`config.mk`:
```
export PLATFORM = sky130hd
export DESIGN_NAME = morse_key_decoder_core
export DESIGN_NICKNAME = d
export VERILOG_FILES = /design/src/rtl/mkd_pkg.sv /design/src/rtl/mkd_skid.sv /design/src/rtl/morse_key_decoder_core.sv
export SDC_FILE = /design/constraint.sdc
export NUM_CORES = 1
export LEC_CHECK = 0
export BUFFER_PORTS_ARGS = -buffer_cell sky130_fd_sc_hd__buf_2
export CAP_MARGIN = 20
export CORE_UTILIZATION = 33
export DETAILED_ROUTE_END_ITERATION = 10
export PLACE_DENSITY = 0.47
export RECOVER_POWER = 50
export SLEW_MARGIN = 20
export SYNTH_ARGS = -nofsm -noshare
export SYNTH_HDL_FRONTEND = slang
export SYNTH_SLANG_ARGS = --single-unit
```
`constraint.sdc`:
```
create_clock -name clk -period 4.5 [get_ports clk]
set_input_delay 0.675 -clock clk [delete_from_list [all_inputs] [get_ports clk]]
set_output_delay 0.675 -clock clk [all_outputs]
set_load 0.05 [all_outputs]
```
`src/rtl/mkd_pkg.sv`:
```
// Shared types, constants and the letter lookup for the Morse key decoder.
// Used by the decoder core and the port checks; depends on nothing else.
`default_nettype none

package mkd_pkg;

  // Field and counter widths.
  localparam int CNT_W  = 12;
  localparam int CODE_W = 7;
  localparam int BITS_W = 6;
  localparam int SCNT_W = 3;

  localparam logic [CNT_W-1:0]  CNT_MAX     = '1;
  localparam logic [SCNT_W-1:0] MAX_SYMBOLS = 3'd5;

  // Register reset values.
  localparam logic [CNT_W-1:0] DOT_THRESHOLD_RST = 12'd20;
  localparam logic [CNT_W-1:0] CHAR_GAP_RST      = 12'd60;
  localparam logic [CNT_W-1:0] WORD_GAP_RST      = 12'd120;

  // Character codes.
  localparam logic [CODE_W-1:0] ASCII_A     = 7'h41;
  localparam logic [CODE_W-1:0] ASCII_QMARK = 7'h3F;
  localparam logic [CODE_W-1:0] ASCII_SPACE = 7'h20;

  // Register indexes on the configuration port.
  typedef enum logic [1:0] {
    REG_DOT_THRESHOLD = 2'd0,
    REG_CHAR_GAP      = 2'd1,
    REG_WORD_GAP      = 2'd2,
    REG_NONE          = 2'd3
  } mkd_reg_idx_t;

  // One result word.
  typedef struct packed {
    logic              char_valid;
    logic [CODE_W-1:0] char_code;
    logic              lamp;
  } mkd_result_t;

  // Letter table: symbol pattern (first symbol highest, dash = 1) and length.
  localparam logic [BITS_W-1:0] LETTER_BITS [26] = '{
    6'd1, 6'd8, 6'd10, 6'd4, 6'd0, 6'd2, 6'd6, 6'd0, 6'd0, 6'd7, 6'd5, 6'd4, 6'd3,
    6'd2, 6'd7, 6'd6, 6'd13, 6'd2, 6'd0, 6'd1, 6'd1, 6'd1, 6'd3, 6'd9, 6'd11, 6'd12};
  localparam logic [SCNT_W-1:0] LETTER_LEN [26] = '{
    3'd2, 3'd4, 3'd4, 3'd3, 3'd1, 3'd4, 3'd3, 3'd4, 3'd2, 3'd4, 3'd3, 3'd4, 3'd2,
    3'd2, 3'd3, 3'd4, 3'd4, 3'd3, 3'd3, 3'd1, 3'd3, 3'd4, 3'd3, 3'd4, 3'd4, 3'd4};

  // Every pattern in the table is distinct, so the matches are simply ORed.
  function automatic logic [CODE_W-1:0] mkd_lookup(input logic [BITS_W-1:0] bits,
                                                   input logic [SCNT_W-1:0] cnt);
    logic [CODE_W-1:0] code;
    logic              found;
    code  = '0;
    found = 1'b0;
    for (int i = 0; i < 26; i++) begin
      if (LETTER_LEN[i] == cnt && LETTER_BITS[i] == bits) begin
        code  = code | (ASCII_A + CODE_W'(i));
        found = 1'b1;
      end
    end
    if (!found) begin
      code = ASCII_QMARK;
    end
    return code;
  endfunction

endpackage

`default_nettype wire

```
`src/rtl/mkd_skid.sv`:
```
// Two-entry output buffer that holds result words while the receiver stalls.
// Generic in width; depends on nothing else.
`default_nettype none

module mkd_skid #(
  parameter int WIDTH = 9
) (
  input  wire logic             clk,
  input  wire logic             rst_n,
  input  wire logic             in_valid,
  output logic                  in_stall,
  input  wire logic [WIDTH-1:0] in_data,
  output logic                  out_valid,
  input  wire logic             out_stall,
  output logic [WIDTH-1:0]      out_data
);

  logic             main_valid_r, main_valid_nxt;
  logic             skid_valid_r, skid_valid_nxt;
  logic [WIDTH-1:0] main_data_r, main_data_nxt;
  logic [WIDTH-1:0] skid_data_r, skid_data_nxt;
  logic             push;
  logic             pop;

  // The skid entry is only filled while the main entry waits, so a full skid stalls input.
  assign in_stall  = skid_valid_r;
  assign out_valid = main_valid_r;
  assign out_data  = main_data_r;
  assign push      = in_valid && !skid_valid_r;
  assign pop       = main_valid_r && !out_stall;

  // Next-state of the two entries.
  always_comb begin
    main_valid_nxt = main_valid_r;
    skid_valid_nxt = skid_valid_r;
    main_data_nxt  = main_data_r;
    skid_data_nxt  = skid_data_r;
    if (skid_valid_r) begin
      if (pop) begin
        main_data_nxt  = skid_data_r;
        skid_valid_nxt = 1'b0;
      end
    end else if (!main_valid_r || pop) begin
      main_valid_nxt = push;
      if (push) begin
        main_data_nxt = in_data;
      end
    end else if (push) begin
      skid_valid_nxt = 1'b1;
      skid_data_nxt  = in_data;
    end
  end

  always_ff @(posedge clk) begin
    if (!rst_n) begin
      main_valid_r <= 1'b0;
      skid_valid_r <= 1'b0;
    end else begin
      main_valid_r <= main_valid_nxt;
      skid_valid_r <= skid_valid_nxt;
    end
  end

  always_ff @(posedge clk) begin
    main_data_r <= main_data_nxt;
    skid_data_r <= skid_data_nxt;
  end

endmodule

`default_nettype wire

```
`src/rtl/morse_key_decoder_core.sv`:
```
// Morse key decoder: one sampled key level per word in, one result word out.
//
// The input channel (in_valid, in_stall, in_key_down) carries one key sample per
// tick. Each accepted word yields exactly one result word on the output channel
// (out_valid, out_stall, out_char_valid, out_char_code, out_lamp): a flag and
// ASCII code when a letter, '?' or a word-gap space is emitted, and the lamp level.
// The three timing registers are written over the APB-style port at byte
// addresses 0x0 (dot threshold), 0x4 (character gap) and 0x8 (word gap).
//
// The whole tick is evaluated combinationally from the state registers, so a word
// can be accepted every cycle while in_stall is low; its result is
// registered in a two-entry output buffer: while the receiver stalls, one more
// word is still accepted, and in_stall rises only when both entries are full.
// Reset clears the decoder state and the buffer and loads the default timing
// (20, 60 and 120 ticks); no result is pending after reset.
// Depends on mkd_pkg and mkd_skid.
`default_nettype none

module morse_key_decoder_core
  import mkd_pkg::*;
#(
  parameter logic [SCNT_W-1:0] SYMBOL_MAX = MAX_SYMBOLS
) (
  input  wire logic              clk,
  input  wire logic              rst_n,
  // Input channel
  input  wire logic              in_valid,
  output logic                   in_stall,
  input  wire logic              in_key_down,
  // Output channel
  output logic                   out_valid,
  input  wire logic              out_stall,
  output logic                   out_char_valid,
  output logic [CODE_W-1:0]      out_char_code,
  output logic                   out_lamp,
  // Configuration port
  input  wire logic              psel,
  input  wire logic              penable,
  input  wire logic              pwrite,
  input  wire logic [3:0]        paddr,
  input  wire logic [31:0]       pwdata,
  output logic [31:0]            prdata,
  output logic                   pready
);

  // Configuration registers.
  logic [CNT_W-1:0] dot_threshold_r;
  logic [CNT_W-1:0] char_gap_r;
  logic [CNT_W-1:0] word_gap_r;
  mkd_reg_idx_t     reg_idx;
  logic             cfg_write;

  // Decoder state.
  logic [CNT_W-1:0]  press_ticks_r, press_ticks_nxt;
  logic [CNT_W-1:0]  gap_ticks_r, gap_ticks_nxt;
  logic              in_press_r, in_press_nxt;
  logic              holdoff_r, holdoff_nxt;
  logic [BITS_W-1:0] symbol_bits_r, symbol_bits_nxt;
  logic [SCNT_W-1:0] symbol_count_r, symbol_count_nxt;
  logic              lamp_r, lamp_nxt;

  mkd_result_t       result;
  mkd_result_t       out_word;
  logic              accept;
  logic              dash;

  assign pready    = 1'b1;
  assign reg_idx   = mkd_reg_idx_t'(paddr[3:2]);
  assign cfg_write = psel && penable && pwrite;

  // Register writes.
  always_ff @(posedge clk) begin
    if (!rst_n) begin
      dot_threshold_r <= DOT_THRESHOLD_RST;
      char_gap_r      <= CHAR_GAP_RST;
      word_gap_r      <= WORD_GAP_RST;
    end else if (cfg_write) begin
      unique case (reg_idx)
        REG_DOT_THRESHOLD: dot_threshold_r <= pwdata[CNT_W-1:0];
        REG_CHAR_GAP:      char_gap_r      <= pwdata[CNT_W-1:0];
        REG_WORD_GAP:      word_gap_r      <= pwdata[CNT_W-1:0];
        REG_NONE:          ;
      endcase
    end
  end

  // Register reads.
  always_comb begin
    unique case (reg_idx)
      REG_DOT_THRESHOLD: prdata = {{(32-CNT_W){1'b0}}, dot_threshold_r};
      REG_CHAR_GAP:      prdata = {{(32-CNT_W){1'b0}}, char_gap_r};
      REG_WORD_GAP:      prdata = {{(32-CNT_W){1'b0}}, word_gap_r};
      REG_NONE:          prdata = '0;
    endcase
  end

  assign dash = (dot_threshold_r != '0) && (press_ticks_r >= dot_threshold_r);

  // One tick of the decoder. The gap checks run in order; only the first
  // emission is reported, but every check still updates the state.
  always_comb begin
    logic run_checks;
    press_ticks_nxt  = press_ticks_r;
    gap_ticks_nxt    = gap_ticks_r;
    in_press_nxt     = in_press_r;
    holdoff_nxt      = holdoff_r;
    symbol_bits_nxt  = symbol_bits_r;
    symbol_count_nxt = symbol_count_r;
    lamp_nxt         = lamp_r;
    result           = '0;
    run_checks       = 1'b0;

    if (holdoff_r) begin
      // Debounce tick after release: append the symbol.
      holdoff_nxt      = 1'b0;
      symbol_bits_nxt  = {symbol_bits_r[BITS_W-2:0], dash};
      symbol_count_nxt = symbol_count_r + 3'd1;
      gap_ticks_nxt    = '0;
      run_checks       = 1'b1;
    end else if (in_press_r) begin
      if (in_key_down) begin
        if (press_ticks_r < CNT_MAX) begin
          press_ticks_nxt = press_ticks_r + 12'd1;
        end
        if (press_ticks_nxt == dot_threshold_r) begin
          lamp_nxt = 1'b1;
        end
      end else begin
        lamp_nxt     = 1'b0;
        in_press_nxt = 1'b0;
        holdoff_nxt  = 1'b1;
      end
    end else begin
      if (gap_ticks_r < CNT_MAX) begin
        gap_ticks_nxt = gap_ticks_r + 12'd1;
      end
      if (in_key_down) begin
        lamp_nxt        = (dot_threshold_r == 12'd1);
        in_press_nxt    = 1'b1;
        press_ticks_nxt = 12'd1;
      end else begin
        run_checks = 1'b1;
      end
    end

    if (run_checks) begin
      // Too many symbols for any letter.
      if (symbol_count_nxt > SYMBOL_MAX) begin
        lamp_nxt          = 1'b0;
        gap_ticks_nxt     = '0;
        result.char_valid = 1'b1;
        result.char_code  = ASCII_QMARK;
        symbol_bits_nxt   = '0;
        symbol_count_nxt  = '0;
      end
      // Character gap: decode what has been gathered.
      if (gap_ticks_nxt == char_gap_r) begin
        lamp_nxt = 1'b1;
        if (symbol_count_nxt != '0 && !result.char_valid) begin
          result.char_valid = 1'b1;
          result.char_code  = mkd_lookup(symbol_bits_nxt, symbol_count_nxt);
        end
        symbol_bits_nxt  = '0;
        symbol_count_nxt = '0;
      end
      // Word gap: emit a space.
      if (gap_ticks_nxt >= word_gap_r) begin
        lamp_nxt = 1'b0;
        if (!result.char_valid) begin
          result.char_valid = 1'b1;
          result.char_code  = ASCII_SPACE;
        end
        gap_ticks_nxt = '0;
      end
    end

    result.lamp = lamp_nxt;
  end

  assign accept = in_valid && !in_stall;

  always_ff @(posedge clk) begin
    if (!rst_n) begin
      press_ticks_r  <= '0;
      gap_ticks_r    <= '0;
      in_press_r     <= 1'b0;
      holdoff_r      <= 1'b0;
      symbol_bits_r  <= '0;
      symbol_count_r <= '0;
      lamp_r         <= 1'b0;
    end else if (accept) begin
      press_ticks_r  <= press_ticks_nxt;
      gap_ticks_r    <= gap_ticks_nxt;
      in_press_r     <= in_press_nxt;
      holdoff_r      <= holdoff_nxt;
      symbol_bits_r  <= symbol_bits_nxt;
      symbol_count_r <= symbol_count_nxt;
      lamp_r         <= lamp_nxt;
    end
  end

  // Output buffer.
  mkd_skid #(
    .WIDTH($bits(mkd_result_t))
  ) u_skid (
    .clk      (clk),
    .rst_n    (rst_n),
    .in_valid (in_valid),
    .in_stall (in_stall),
    .in_data  (result),
    .out_valid(out_valid),
    .out_stall(out_stall),
    .out_data (out_word)
  );

  assign out_char_valid = out_word.char_valid;
  assign out_char_code  = out_word.char_code;
  assign out_lamp       = out_word.lamp;

endmodule

`default_nettype wire

```
; ---- Word-level counts from Yosys, hierarchy flattened
; Index checks and enable logic that the tools add are counted.
[word_totals]
reg_bits = 92
word_cells = 466
[op_classes]
addsub = 3
n_reduce_logical = 53
bitwise = 1
n_lt_le_gt_ge = 5
muxes = 354
n_eq_ne = 36
[ops]
columns = op, n
row1 = two-way mux 7 bit, 109
row2 = two-way mux 12 bit, 43
row3 = two-way mux 1 bit, 161
row4 = one-hot mux 32 bit (4 select lines), 1
row5 = two-way mux 9 bit, 12
row6 = two-way mux 8 bit, 12
row7 = two-way mux 6 bit, 8
row8 = "== test 4 x 6 -> 1 bit, first input constant", 6
row9 = logical AND 1 bit, 32
row10 = "adder 12 x 1 -> 12 bit, second input constant", 2
row11 = == test 12 bit, 2
row12 = "== test 3 x 6 -> 1 bit, first input constant", 4
row13 = >= comparator 12 bit, 2
row14 = "< comparator 12 bit, second input constant", 2
row15 = two-way mux 3 bit, 8
row16 = AND reduction 3 bit, 5
row17 = "!= test 2 x 1 -> 1 bit, second input constant", 7
row18 = "== test 12 x 1 -> 1 bit, second input constant", 1
row19 = "== test 2 x 6 -> 1 bit, first input constant", 2
row20 = nonzero test 12 bit, 1
row21 = AND reduction 2 bit, 4
row22 = "== test 1 x 6 -> 1 bit, first input constant", 1
row23 = "== test 2 x 3 -> 1 bit, first input constant", 2
row24 = logical NOT 6 bit, 1
row25 = other kinds (17), 24

; ---- Longest topological paths before layout
; Gate-level depths: netlist of the first run.
[logic_depth]
word_depth = 134
ltp_mapped = 17
ltp_nobuf = 16

; ---- Modules after synthesis
; From an unflattened synthesis of the first run, not the netlist that was laid out.
[unflattened]
cells_unflattened = 873
hier_area_um2 = 6927.9
[modules_own_cells]
columns = mod, cells_each, instances, area_each_um2
row1 = morse_key_decoder_core, 833, 1, 6135.9
row2 = mkd_skid, 40, 1, 792.0

; ---- Worst setup path after synthesis of the first run
; No wires, ideal clock.
[synth_timing]
kind = reg2reg
startpoint = reg gap_ticks_r[0]
endpoint = reg gap_ticks_r[0]
required_ns = 4.442
synth_period_minus_slack_ns = 3.512
path_stages_with_launch = 17
path_slack_ns = 0.988
path_buffers = 1
setup_ns = 0.058
t_arrival_ns = 3.453
path_cell_list = dfxtp_1 > ha_1 > nand4_1 > or3_1 > buf_2 > and3_4 > nor3_1 > ha_1 > a21o_1 > a21o_1 > a21oi_1 > o21ai_0 > a21o_1 > a21oi_1 > and2_1 > nor3b_1 > o21a_1
[synth_between]
elab_chain_len = 15
elab_cells_between_ends = 16
cone_classes = add/sub (1) / order compare (2) / mux (13)
[synth_rtl]
columns = item, line_no
row1 = from (decl), morse_key_decoder_core.sv:55  ; logic [CNT_W-1:0] gap_ticks_r, gap_ticks_nxt;
row2 = from (signal assigned), morse_key_decoder_core.sv:193  ; gap_ticks_r <= gap_ticks_nxt;
row3 = adder 12 x 1 -> 12 bit / < comparator 12 bit (equally long branches), "morse_key_decoder_core.sv:135, morse_key_decoder_core.sv:134"
row4 = two-way mux 12 bit, morse_key_decoder_core.sv:134  ; if (gap_ticks_r < CNT_MAX) begin
row5 = two-way mux 12 bit, morse_key_decoder_core.sv:120  ; end else if (in_press_r) begin
row6 = two-way mux 12 bit, morse_key_decoder_core.sv:113  ; if (holdoff_r) begin
row7 = two-way mux 12 bit (*), morse_key_decoder_core.sv:120
row8 = two-way mux 12 bit (*) (2 in a row), morse_key_decoder_core.sv:113
row9 = two-way mux 12 bit, morse_key_decoder_core.sv:148  ; if (symbol_count_nxt > SYMBOL_MAX) begin
row10 = two-way mux 12 bit, morse_key_decoder_core.sv:146  ; if (run_checks) begin
row11 = >= comparator 12 bit, morse_key_decoder_core.sv:167  ; if (gap_ticks_nxt >= word_gap_r) begin
row12 = two-way mux 12 bit, morse_key_decoder_core.sv:167
row13 = two-way mux 12 bit, morse_key_decoder_core.sv:146
row14 = two-way mux 12 bit (*), morse_key_decoder_core.sv:146
row15 = two-way mux 12 bit (*), morse_key_decoder_core.sv:191  ; end else if (accept) begin
row16 = two-way mux 12 bit (*), morse_key_decoder_core.sv:183  ; if (!rst_n) begin
; Every way passes the cells marked *; elsewhere a longest branch is shown, timed or not. The select of a mux whose other input is x is not followed.
; A chain may end at the register's enable or synchronous reset.

; ---- Final worst setup path of the first run
[layout_timing]
startpoint = reg gap_ticks_r[1]
endpoint = reg gap_ticks_r[11]
; The elaborated chain is that of the path after synthesis.

==> metrics.md, run 1 <==
| Metric | Value |
|---|---|
| Run status | `complete, no violations` |
| Std-Cell Rows | `52` |
| Commonest cells post-synth | `nand2_1 (133), a21oi_1 (75), dfxtp_1 (74)` |
| Global-route total usage across every layer | `0.1976` |
| Vias in the first global route | `6104` |
| Fin. Hold Viols | `0` |
| Area share of fa/ha/maj cells after synthesis | `0.04864` |
| Synth Area in Compound Gates | `0.2405` |
| Post-CTS Setup Repair Bufs | `0` |
| CP Class | `flip-flop to flip-flop` |
| Seq. cell area | `2023 um2` |
| Finished Layout Cells | `1202` |
| Critical path launch point type | `flip-flop` |
| Final nets | `around 1000` |
| Data required, critical path | `4.80 ns` |
| Class of the most critical hold timing path | `flip-flop to flip-flop` |
| Yosys top cell area share | `0.2133` |
| Fin crit share | `0.9018` |
| Final Setup Violations | `0` |
| Area contributors post-synth | `dfxtp_1 (21%), edfxtp_1 (7.8%), nand2_1 (7.2%), a21oi_1 (5.4%), ha_1 (4.9%)` |
| Clk buf depth | `2` |
| Post-DP HPWL | `about 16000 um` |
| Total wire length | `21210 um` |
| DRC Markers | `0` |
| Crit. End Element | `flip-flop` |
| Via count | `~6600` |
| Area leader, netlist | `dfxtp_1` |
| Iteration-0 DRC Markers | `508` |
| Reg-to-reg startpoint | `gap_ticks_r[1]$_SDFFE_PN0P_` |
| Hold_buf cts | `0` |
| Grt total ovfl | `0` |
| WL met2 | `between 9000 and 10000 um` |
| Largest net degree at the start of global routing | `29` |
| Setup repair after global routing missed its margin | `no` |
| Simple-Gate Fraction of Synth Area | `0.2735` |
| Vias/cell | `5.477` |
| CP Max Fanout | `9` |
| Synth cell types | `90` |
| DIE AREA | `21630 um2` |
| Layout cells sized above 1 | `0.1148` |
| Leakage | `a little under 3 nW` |
| Root Buffer | `clkbuf_16` |
| Hold_sp | `word_gap_r[10]$_SDFFE_PN0P_` |
| Most frequent cell after synthesis | `nand2_1` |
| Period minus WS final | `4.058 ns` |
| Initial Util | `0.3400` |
| Mux contribution to synthesized area | `0.03387` |
| Slew Viols, Final | `0` |
| Syn-to-layout area delta | `9.566%` |
| CTS tree | `built` |
| RePlAce Congestion | `0.8679` |
| Mean post-synth cell area | `about 7.8 um2` |
| Die width | `roughly 150 um` |
| Worst slew pin tran | `1.351 ns` |
| Skew-Pair Late Insertion Delay | `between 0.3 and 0.4 ns` |
| Number of port buffers | `44` |
| Yosys Warn Count | `0` |
| Pre-antenna DRT Iters | `7` |
| Post_cts resized | `0` |
| Top FF cell, synth | `dfxtp_1` |
| Synth Cell Area | `approximately 6900 um2` |
| Clk sinks | `92` |
| Share of the yosys chip area belonging to registers | `0.2911` |
| Dpl cells | `1186` |
| Multi-input gate area | `4414 um2` |
| Routed wl met3 | `885 um` |
| First-pass GRT wire length | `33710 um` |
| Fill count | `2178` |
| FF+latch count, synth | `92` |
| Worst VDD drop | `0.1827 mV` |
| Power Density | `about 260 nW/um2` |
| Max Cap Viol | `0` |
| Post-synth EDFFs | `18` |
| Slew Limit Headroom | `0.09959` |
| Final Skew | `0.01415 ns` |
| Max Used Layer | `met4` |
| # diodes | `0` |
| Max frequency | `0.2464 GHz` |
| Clock-pin slew on the worst setup and hold paths | `0.08 ns` |
| FFs w/ async S/R, synth | `0` |
| Worst path arrival time | `4.36 ns` |
| Largest family of logic cells by synthesized area | `simple AND/OR/NAND/NOR gates` |
| Mapped Cells | `roughly 900` |
| CP Launch Point | `gap_ticks_r[1]$_SDFFE_PN0P_` |
| Post-route ant nets | `0` |
| Die height | `147.1 um` |
| IO Count | `88` |
| # H-tree levels | `3` |
| Drt wl/cell | `17.65 um` |
| Core Footprint | `approximately 20000 um2` |
| Setup TNS Final | `0 ns` |
| CTS Buf Count | `9` |
| XOR/XNOR Fraction of Synth Area | `0.02774` |
| Wl on met1 | `10680 um` |
| Initial antenna violation count | `0` |
-- sequential cells by signal, summed over array words and instances, names as in the netlist --
name,count
char_gap_r,12
dot_threshold_r,12
gap_ticks_r,12
press_ticks_r,12
word_gap_r,12
u_skid.out_data,9
u_skid.skid_data_r,9
symbol_bits_r,6
symbol_count_r,3
holdoff_r,1
in_press_r,1
lamp_r,1
u_skid.in_stall,1
u_skid.out_valid,1
-- metrics by stage --
step / util / instance area (um2) / hold slack, ns / total power [mW] / setup WS, ns
after floorplan: - / 7017 / 0.4496 / 1.111 / 0.9883
after global placement: 0.3593 / 7340 / 0.4592 / 1.167 / 0.4376
after detailed placement: 0.3593 / 7340 / 0.4681 / 1.168 / 0.4252
after CTS: 0.3739 / 7639 / 0.4788 / 1.968 / 0.3863
after global routing: 0.3725 / 7610 / 0.4981 / 2.025 / 0.01618
final: 0.3725 / 7610 / 0.4799 / 1.944 / 0.4419
-- placed cells by master (no fill, tap or decap), types with 20 or more instances in the layout --
master and count:
nand3_1 28, conb_1 21, buf_2 32, nand2_1 133, a21oi_1 75, nor2_1 45, ha_1 27, dfxtp_1 73
buf_4 20, nor3_1 31, o21ai_0 62, inv_1 43
-- per-layer routing --
metal / up-vias / track usage
li1: 3298 / -
met1: 3079 / 0.2831
met2: 187 / 0.3111
met3: 19 / 0.02640
met4: 0 / 0.04948
met5: - / 0
-- cell families after synthesis --
family	after synthesis
AND/OR/NAND/NOR	366
AO/OA/AOI/OAI	253
buffers and inverters	110
flip-flops	92
adder cells (fa/ha/maj)	27
multiplexers	23
XOR/XNOR	22
other	2
-- cell type report --
class / instances / share of cell area
clock buffers: 9 / 0.02960
repair buffers: 68 / 0.04867
inverters: 44 / 0.02170
multi-input cells: 712 / 0.5801
clock inverters: 7 / 0.009701
flip-flops and latches: 92 / 0.2659
well taps: 270 / 0.04439
-- report_power, final --
part           switching (mW)  internal [mW]
registers              0.0214          0.858
clock network           0.399          0.397
logic                   0.199         0.0698
total                   0.619           1.32
-- final timing paths --
path | end | slack (ns) | cells after the start
setup / recovery | gap_ticks_r[11]$_SDFFE_PN0P_ | 0.44 | 17
hold reg to reg | word_gap_r[10]$_SDFFE_PN0P_ | 0.48 | 2
hold / removal | word_gap_r[10]$_SDFFE_PN0P_ | 0.48 | 2
setup reg to reg | gap_ticks_r[11]$_SDFFE_PN0P_ | 0.44 | 17
-- critical path, stage by stage (launching register included) --
cell     delay (ns)
dfxtp_1        0.47
ha_1           0.30
nand4_1        0.19
or3_1          0.51
and2_1         0.19
or2b_1         0.21
a21oi_1        0.17
ha_1           0.28
a21oi_1        0.15
o21ai_0        0.09
a21oi_1        0.12
o21ai_0        0.20
a21o_1         0.25
a21oi_1        0.15
buf_4          0.18
nand3_1        0.15
o21ai_0        0.24
a32o_1         0.14
No activity file was read; power rests on OpenSTA's default activity.
==> inputs of run 2 (changes only) <==
--- a/config.mk
+++ b/config.mk
@@ -5,6 +5,7 @@
 export SDC_FILE = /design/constraint.sdc
 export NUM_CORES = 1
 export LEC_CHECK = 0
+export ABC_CLOCK_PERIOD_IN_PS = 4400
 export BUFFER_PORTS_ARGS = -buffer_cell sky130_fd_sc_hd__buf_2
 export CAP_MARGIN = 20
 export CORE_UTILIZATION = 33
@@ -15,3 +16,4 @@
 export SYNTH_ARGS = -nofsm -noshare
 export SYNTH_HDL_FRONTEND = slang
 export SYNTH_SLANG_ARGS = --single-unit
+export TNS_END_PERCENT = 50
==> constraint.sdc (replaced) <==
create_clock -name clk -period 4.4 [get_ports clk]
set_input_delay 0.66 -clock clk [delete_from_list [all_inputs] [get_ports clk]]
set_output_delay 0.66 -clock clk [all_outputs]
set_load 0.05 [all_outputs]
==> run 2 against run 1 <==
Compared with the run above: the flow now finishes with violations (max-capacitance violations, max-slew violations); largest cell class unchanged; critical path type unchanged; global-route usage increased by 0.56 points; largest power group unchanged; non-clock buffer count grew 10; routed wire length grew 0.33%; count of clock-buffer cells in the layout up 1; via count shrank 0.23%; cell area rose by 1.2%; worst setup slack got worse by 0.038 ns.
==> metrics.md, run 2 (same netlist as run 1, synthesis figures left out) <==
| Metric | Value |
|---|---|
| IO Count | `88` |
| Initial antenna violation count | `0` |
| Drt wl/cell | `17.56 um` |
| Max frequency | `0.2503 GHz` |
| Failing checks | `max-capacitance violations, max-slew violations` |
| Pre-antenna DRT Iters | `5` |
| Dpl cells | `1196` |
| Max Cap Viol | `1` |
| Global-route total usage across every layer | `0.2032` |
| Number of port buffers | `44` |
| Std-Cell Rows | `52` |
| Reg2reg setup slack | `0.40 ns` |
| Data required, critical path | `4.70 ns` |
| Finished Layout Cells | `~1200` |
| Fin crit share | `0.9082` |
| Post_cts resized | `0` |
| First-pass GRT wire length | `around 35000 um` |
| Layout cells sized above 1 | `0.1231` |
| Vias in the first global route | `6207` |
| Post-CTS Setup Repair Bufs | `0` |
| Grt total ovfl | `0` |
| Root Buffer | `clkbuf_16` |
| Via count | `6568` |
| Period minus WS final | `~4.0 ns` |
| # H-tree levels | `3` |
| Hold_buf cts | `0` |
| Iteration-0 DRC Markers | `538` |
| Power Density | `263.4 nW/um2` |
| Clk sinks | `92` |
| Final Skew | `0.01178 ns` |
| Die width | `147.1 um` |
| Core Footprint | `20430 um2` |
| Crit-path cells | `ha_2 -> nand4_1 -> or3_1 -> and2_1 -> or2b_1 -> a21oi_1 -> ha_1 -> a21oi_1 -> o21ai_0 -> a21oi_1 -> o21ai_0 -> a21o_1 -> a21oi_1 -> buf_4 -> nand3_1 -> o21ai_0 -> a32o_1` |
| Final nets | `approximately 1000` |
| Clk buf depth | `2` |
| Skew-Pair Late Insertion Delay | `0.36 ns` |
| Post-DP HPWL | `15770 um` |
| # diodes | `0` |
| Leakage | `roughly 2.9 nW` |
| Clock-pin slew on the worst setup and hold paths | `around 0.07 ns` |
| Commonest cells after routing, fill and taps aside | `nand2_1 (133), a21oi_1 (75), dfxtp_1 (73)` |
| Post-route ant nets | `0` |
| Setup TNS Final | `0 ns` |
| Leading cell type in the layout, fill and taps excluded | `nand2_1` |
| Max incr delay on CP | `0.51 ns` |
| Die height | `~150 um` |
| Final Setup Violations | `0` |
| Critical path launch point type | `flip-flop` |
| DIE AREA | `21630 um2` |
| Vias/cell | `5.419` |
| RePlAce Congestion | `between 0.8 and 0.9` |
| Class of the most critical hold timing path | `flip-flop to flip-flop` |
| CP bufs+invs | `1` |
| Crit. End Element | `flip-flop` |
| Worst slew pin tran | `1.569 ns` |
| CP delay by family, top | `compound AO/OA/AOI/OAI gates` |
| Largest net degree at the start of global routing | `29` |
| DRC Markers | `0` |
| Fill count | `2222` |
| Most used cell, CP | `a21oi_1` |
| Syn-to-layout area delta | `10.84%` |
| Total wire length | `roughly 21000 um` |
| CP Max Fanout | `9` |
| CTS tree | `built` |
| Slew Viols, Final | `29` |
| Worst path arrival time | `4.30 ns` |
| Setup repair after global routing missed its margin | `no` |
| CP Class | `flip-flop to flip-flop` |
| Run status | `finished, violations left` |
| Critical-path top delay cell | `or3_1` |
| Fin. Hold Viols | `0` |
| Slew Limit Headroom | `-0.04607` |
| Initial Util | `0.3400` |
| CTS Buf Count | `9` |
| Worst VDD drop | `roughly 0.2 mV` |
[run 2: changes by cell type in the layout (fill, tap and decap cells not counted), sizes merged]
cell / before / now
buf: 52 / 60
clkbuf: 25 / 28
inv: 50 / 48
bufinv: 0 / 1
[run 2: worst min-delay path, stage by stage (launching register included)]
cell	delay, ns
dfxtp_1	0.32
nand2_1	0.06
a21oi_1	0.05
[run 2: area by class of cell]
cell class | instances | area, um2 | area share
inverter | 44 | 165.2 | 0.02145
timing repair buffer | 78 | 440.4 | 0.05721
multi-input combinational | 712 | 4417 | 0.5737
clock buffer | 10 | 239.0 | 0.03104
clock inverter | 6 | 76.32 | 0.009914
sequential | 92 | 2023 | 0.2628
tap | 270 | 337.8 | 0.04388
[run 2: routing by layer]
layer,up-vias,track usage,share of wire
li1,3324,-,-
met1,3060,0.2894,0.50
met2,159,0.3210,0.45
met3,25,0.02640,0.036
met4,0,0.05464,0.015
met5,-,0,0
[run 2: final timing paths]
| kind | cells after the start | to | startpoint |
|---|---|---|---|
| worst max-delay path | 17 | gap_ticks_r[11]$_SDFFE_PN0P_ | gap_ticks_r[1]$_SDFFE_PN0P_ |
| worst min-delay path | 2 | word_gap_r[9]$_SDFFE_PN0P_ | word_gap_r[9]$_SDFFE_PN0P_ |
| worst max register to register | 17 | gap_ticks_r[11]$_SDFFE_PN0P_ | gap_ticks_r[1]$_SDFFE_PN0P_ |
| worst min register to register | 2 | word_gap_r[9]$_SDFFE_PN0P_ | word_gap_r[9]$_SDFFE_PN0P_ |
[run 2: through the flow]
step	instance area (um2)	hold WS (ns)	setup WS, ns	util	power (mW)
2_1_floorplan	7017	0.4496	0.8883	-	1.137
3_3_place_gp	7415	0.4652	0.3753	0.3629	1.197
3_5_place_dp	7415	0.4709	0.3219	0.3629	1.198
4_1_cts	7730	0.4808	0.2976	0.3784	2.049
5_1_grt	7699	0.5057	0.04988	0.3768	2.117
6_report	7699	0.4758	0.4041	0.3768	2.028
[run 2: where the power goes]
part / total [mW] / switching, mW / internal, mW
Sequential: 0.898 / 0.0200 / 0.878
Clock: 0.851 / 0.382 / 0.468
Combinational: 0.279 / 0.205 / 0.0741
==> inputs of run 3 (changes only) <==
--- a/config.mk
+++ b/config.mk
@@ -8,9 +8,9 @@
 export ABC_CLOCK_PERIOD_IN_PS = 4400
 export BUFFER_PORTS_ARGS = -buffer_cell sky130_fd_sc_hd__buf_2
 export CAP_MARGIN = 20
-export CORE_UTILIZATION = 33
+export CORE_UTILIZATION = 35
 export DETAILED_ROUTE_END_ITERATION = 10
-export PLACE_DENSITY = 0.47
+export PLACE_DENSITY = 0.5
 export RECOVER_POWER = 50
 export SLEW_MARGIN = 20
 export SYNTH_ARGS = -nofsm -noshare
==> run 3 against run 2 <==
Compared with the run above: the flow still finishes with violations (max-capacitance violations, max-slew violations); clock power down 6.3%; via count fell by 2.3%; worst setup slack lost 0.044 ns; register-to-register slack got worse by 0.04 ns; critical path type unchanged.
==> metrics.md, run 3 (same netlist as run 1, synthesis figures left out) <==
| Metric | Value |
|---|---|
| Run status | `finished, violations left` |
| Failing checks | `max-capacitance violations, max-slew violations` |
| Internal | `1.382 mW` |
| Die height | `142.9 um` |
| Layout cells sized above 1 | `0.1149` |
| Core Footprint | `19460 um2` |
| Max frequency | `0.2475 GHz` |
| Largest net degree at the start of global routing | `35` |
| Reg2reg setup slack | `0.36 ns` |
| Grt total ovfl | `0` |
| Clock power frac | `0.405` |
| Leakage | `2.889 nW` |
| Fill count | `~2100` |
| CP Capture Point | `gap_ticks_r[11]$_SDFFE_PN0P_` |
| Slew Viols, Final | `15` |
| Iteration-0 DRC Markers | `401` |
| Initial Util | `0.3569` |
| Max Cap Viol | `1` |
| Top Usage Layer GRT | `met2` |
| Vias in the first global route | `about 5900` |
| Clk buf depth | `2` |
| Root Buffer | `clkbuf_16` |
| Worst VDD drop | `0.2164 mV` |
| Clock-pin slew on the worst setup and hold paths | `0.07 ns` |
| Global-route total usage across every layer | `0.2065` |
| Post-CTS Setup Repair Bufs | `0` |
| Crit. End Element | `flip-flop` |
| Critical path launch point type | `flip-flop` |
| Reg2Reg Capture Point | `gap_ticks_r[11]$_SDFFE_PN0P_` |
| Multi-input gate area | `~4400 um2` |
| # H-tree levels | `3` |
| Switching Share | `0.2976` |
| Register-to-Register Path Depth | `17` |
| Skew-Pair Late Insertion Delay | `between 0.3 and 0.4 ns` |
| Fin crit share | `0.9181` |
| DRC Markers | `0` |
| Psw | `0.5858 mW` |
| Slew Limit Headroom | `-0.1300` |
| Vias/cell | `roughly 5.4` |
| DIE AREA | `20410 um2` |
| Total power | `1.968 mW` |
| Data required, critical path | `4.69 ns` |
| Std-Cell Rows | `a little over 50` |
| WHS | `0.4768 ns` |
| CP Class | `flip-flop to flip-flop` |
| Global routing usage on met2 | `0.3302` |
| Drt wl/cell | `16.91 um` |
| Worst path arrival time | `4.33 ns` |
| Post-route ant nets | `0` |
| Clk sinks | `between 90 and 100` |
| IO Count | `88` |
| Fin. Hold Viols | `0` |
| Dpl cells | `1180` |
| Class of the most critical hold timing path | `flip-flop to flip-flop` |
| Finished Layout Cells | `1196` |
| Seq pwr share | `0.458` |
| Total wire length | `20220 um` |
| Initial antenna violation count | `0` |
| Logic gate share of total power | `0.137` |
| Setup TNS Final | `0 ns` |
| Grt met3 use | `0.02884` |
| CTS tree | `built` |
| Period minus WS final | `4.040 ns` |
| Reg-to-reg startpoint | `gap_ticks_r[1]$_SDFFE_PN0P_` |
| # diodes | `0` |
| CTS Buf Count | `9` |
| Core Util, Final | `0.3905` |
| Seq. cell area | `2023 um2` |
| Power Density | `259.0 nW/um2` |
| Leading cell type in the layout, fill and taps excluded | `nand2_1` |
| CP Max Fanout | `9` |
| First-pass GRT wire length | `32670 um` |
| Final Setup Violations | `0` |
| RePlAce Congestion | `0.8723` |
| Worst slew pin tran | `1.682 ns` |
| Post_cts resized | `0` |
| CP Launch Point | `gap_ticks_r[1]$_SDFFE_PN0P_` |
| Via count | `6420` |
| Final nets | `roughly 1000` |
| Setup repair after global routing missed its margin | `no` |
| Hold_buf cts | `0` |
| Post-DP HPWL | `roughly 15000 um` |
| Pre-antenna DRT Iters | `5` |
| Commonest cells after routing, fill and taps aside | `nand2_1 (133), a21oi_1 (75), dfxtp_1 (73)` |
| Die width | `142.9 um` |
| Syn-to-layout area delta | `9.422%` |
| Number of port buffers | `44` |
| Final Skew | `0.01032 ns` |
| M1 GR Usage | `0.2925` |
| Hold_sp | `word_gap_r[2]$_SDFFE_PN0P_` |
run 3: layout make-up:
type                       count  share of cell area
multi-input combinational    712              0.5808
sequential                    92              0.2662
timing repair buffer          67             0.04824
tap                          265             0.04363
clock buffer                  10             0.03145
inverter                      44             0.02173
clock inverter                 6            0.007903
run 3: layer usage:
metal	up-vias	wire, um
li1	3295	-
met1	2974	10240
met2	138	9086
met3	13	688
met4	0	208
met5	-	0
run 3: power groups by stage:
stage	combinational, mW	clock (mW)	sequential, mW
finish	0.270	0.797	0.901
global route	0.294	0.851	0.904
CTS	0.274	0.818	0.900
detailed placement	0.273	0	0.919
global placement	0.273	0	0.919
floorplan	0.200	0	0.937
run 3: metrics by stage:
step                      area (um2)  setup WS (ns)
final                           7600         0.3603
after floorplan                 7017         0.8883
after global placement          7331         0.3960
after detailed placement        7331         0.3416
after CTS                       7630         0.3233
after global routing            7600        0.02142
run 3: worst min path at each step:
stage               slack, ns  depth (start not counted)                     endpoint
CTS                      0.48                          2   word_gap_r[2]$_SDFFE_PN0P_
detailed placement       0.46                          2   word_gap_r[2]$_SDFFE_PN0P_
global route             0.49                          2   word_gap_r[9]$_SDFFE_PN0P_
global placement         0.46                          2   word_gap_r[8]$_SDFFE_PN0P_
floorplan                0.45                          2  word_gap_r[10]$_SDFFE_PN0P_
finish                   0.48                          2   word_gap_r[2]$_SDFFE_PN0P_
run 3: worst max-delay path: stages (launching register included):
cell     delay (ns)
dfxtp_1        0.46
ha_1           0.30
nand4_1        0.21
or3_1          0.51
and2_1         0.19
or2b_1         0.22
a21oi_1        0.17
ha_1           0.27
a21oi_1        0.14
o21ai_0        0.09
a21oi_1        0.11
o21ai_0        0.17
a21o_1         0.25
a21oi_1        0.16
buf_4          0.18
nand3_1        0.15
o21ai_0        0.24
a32o_1         0.14
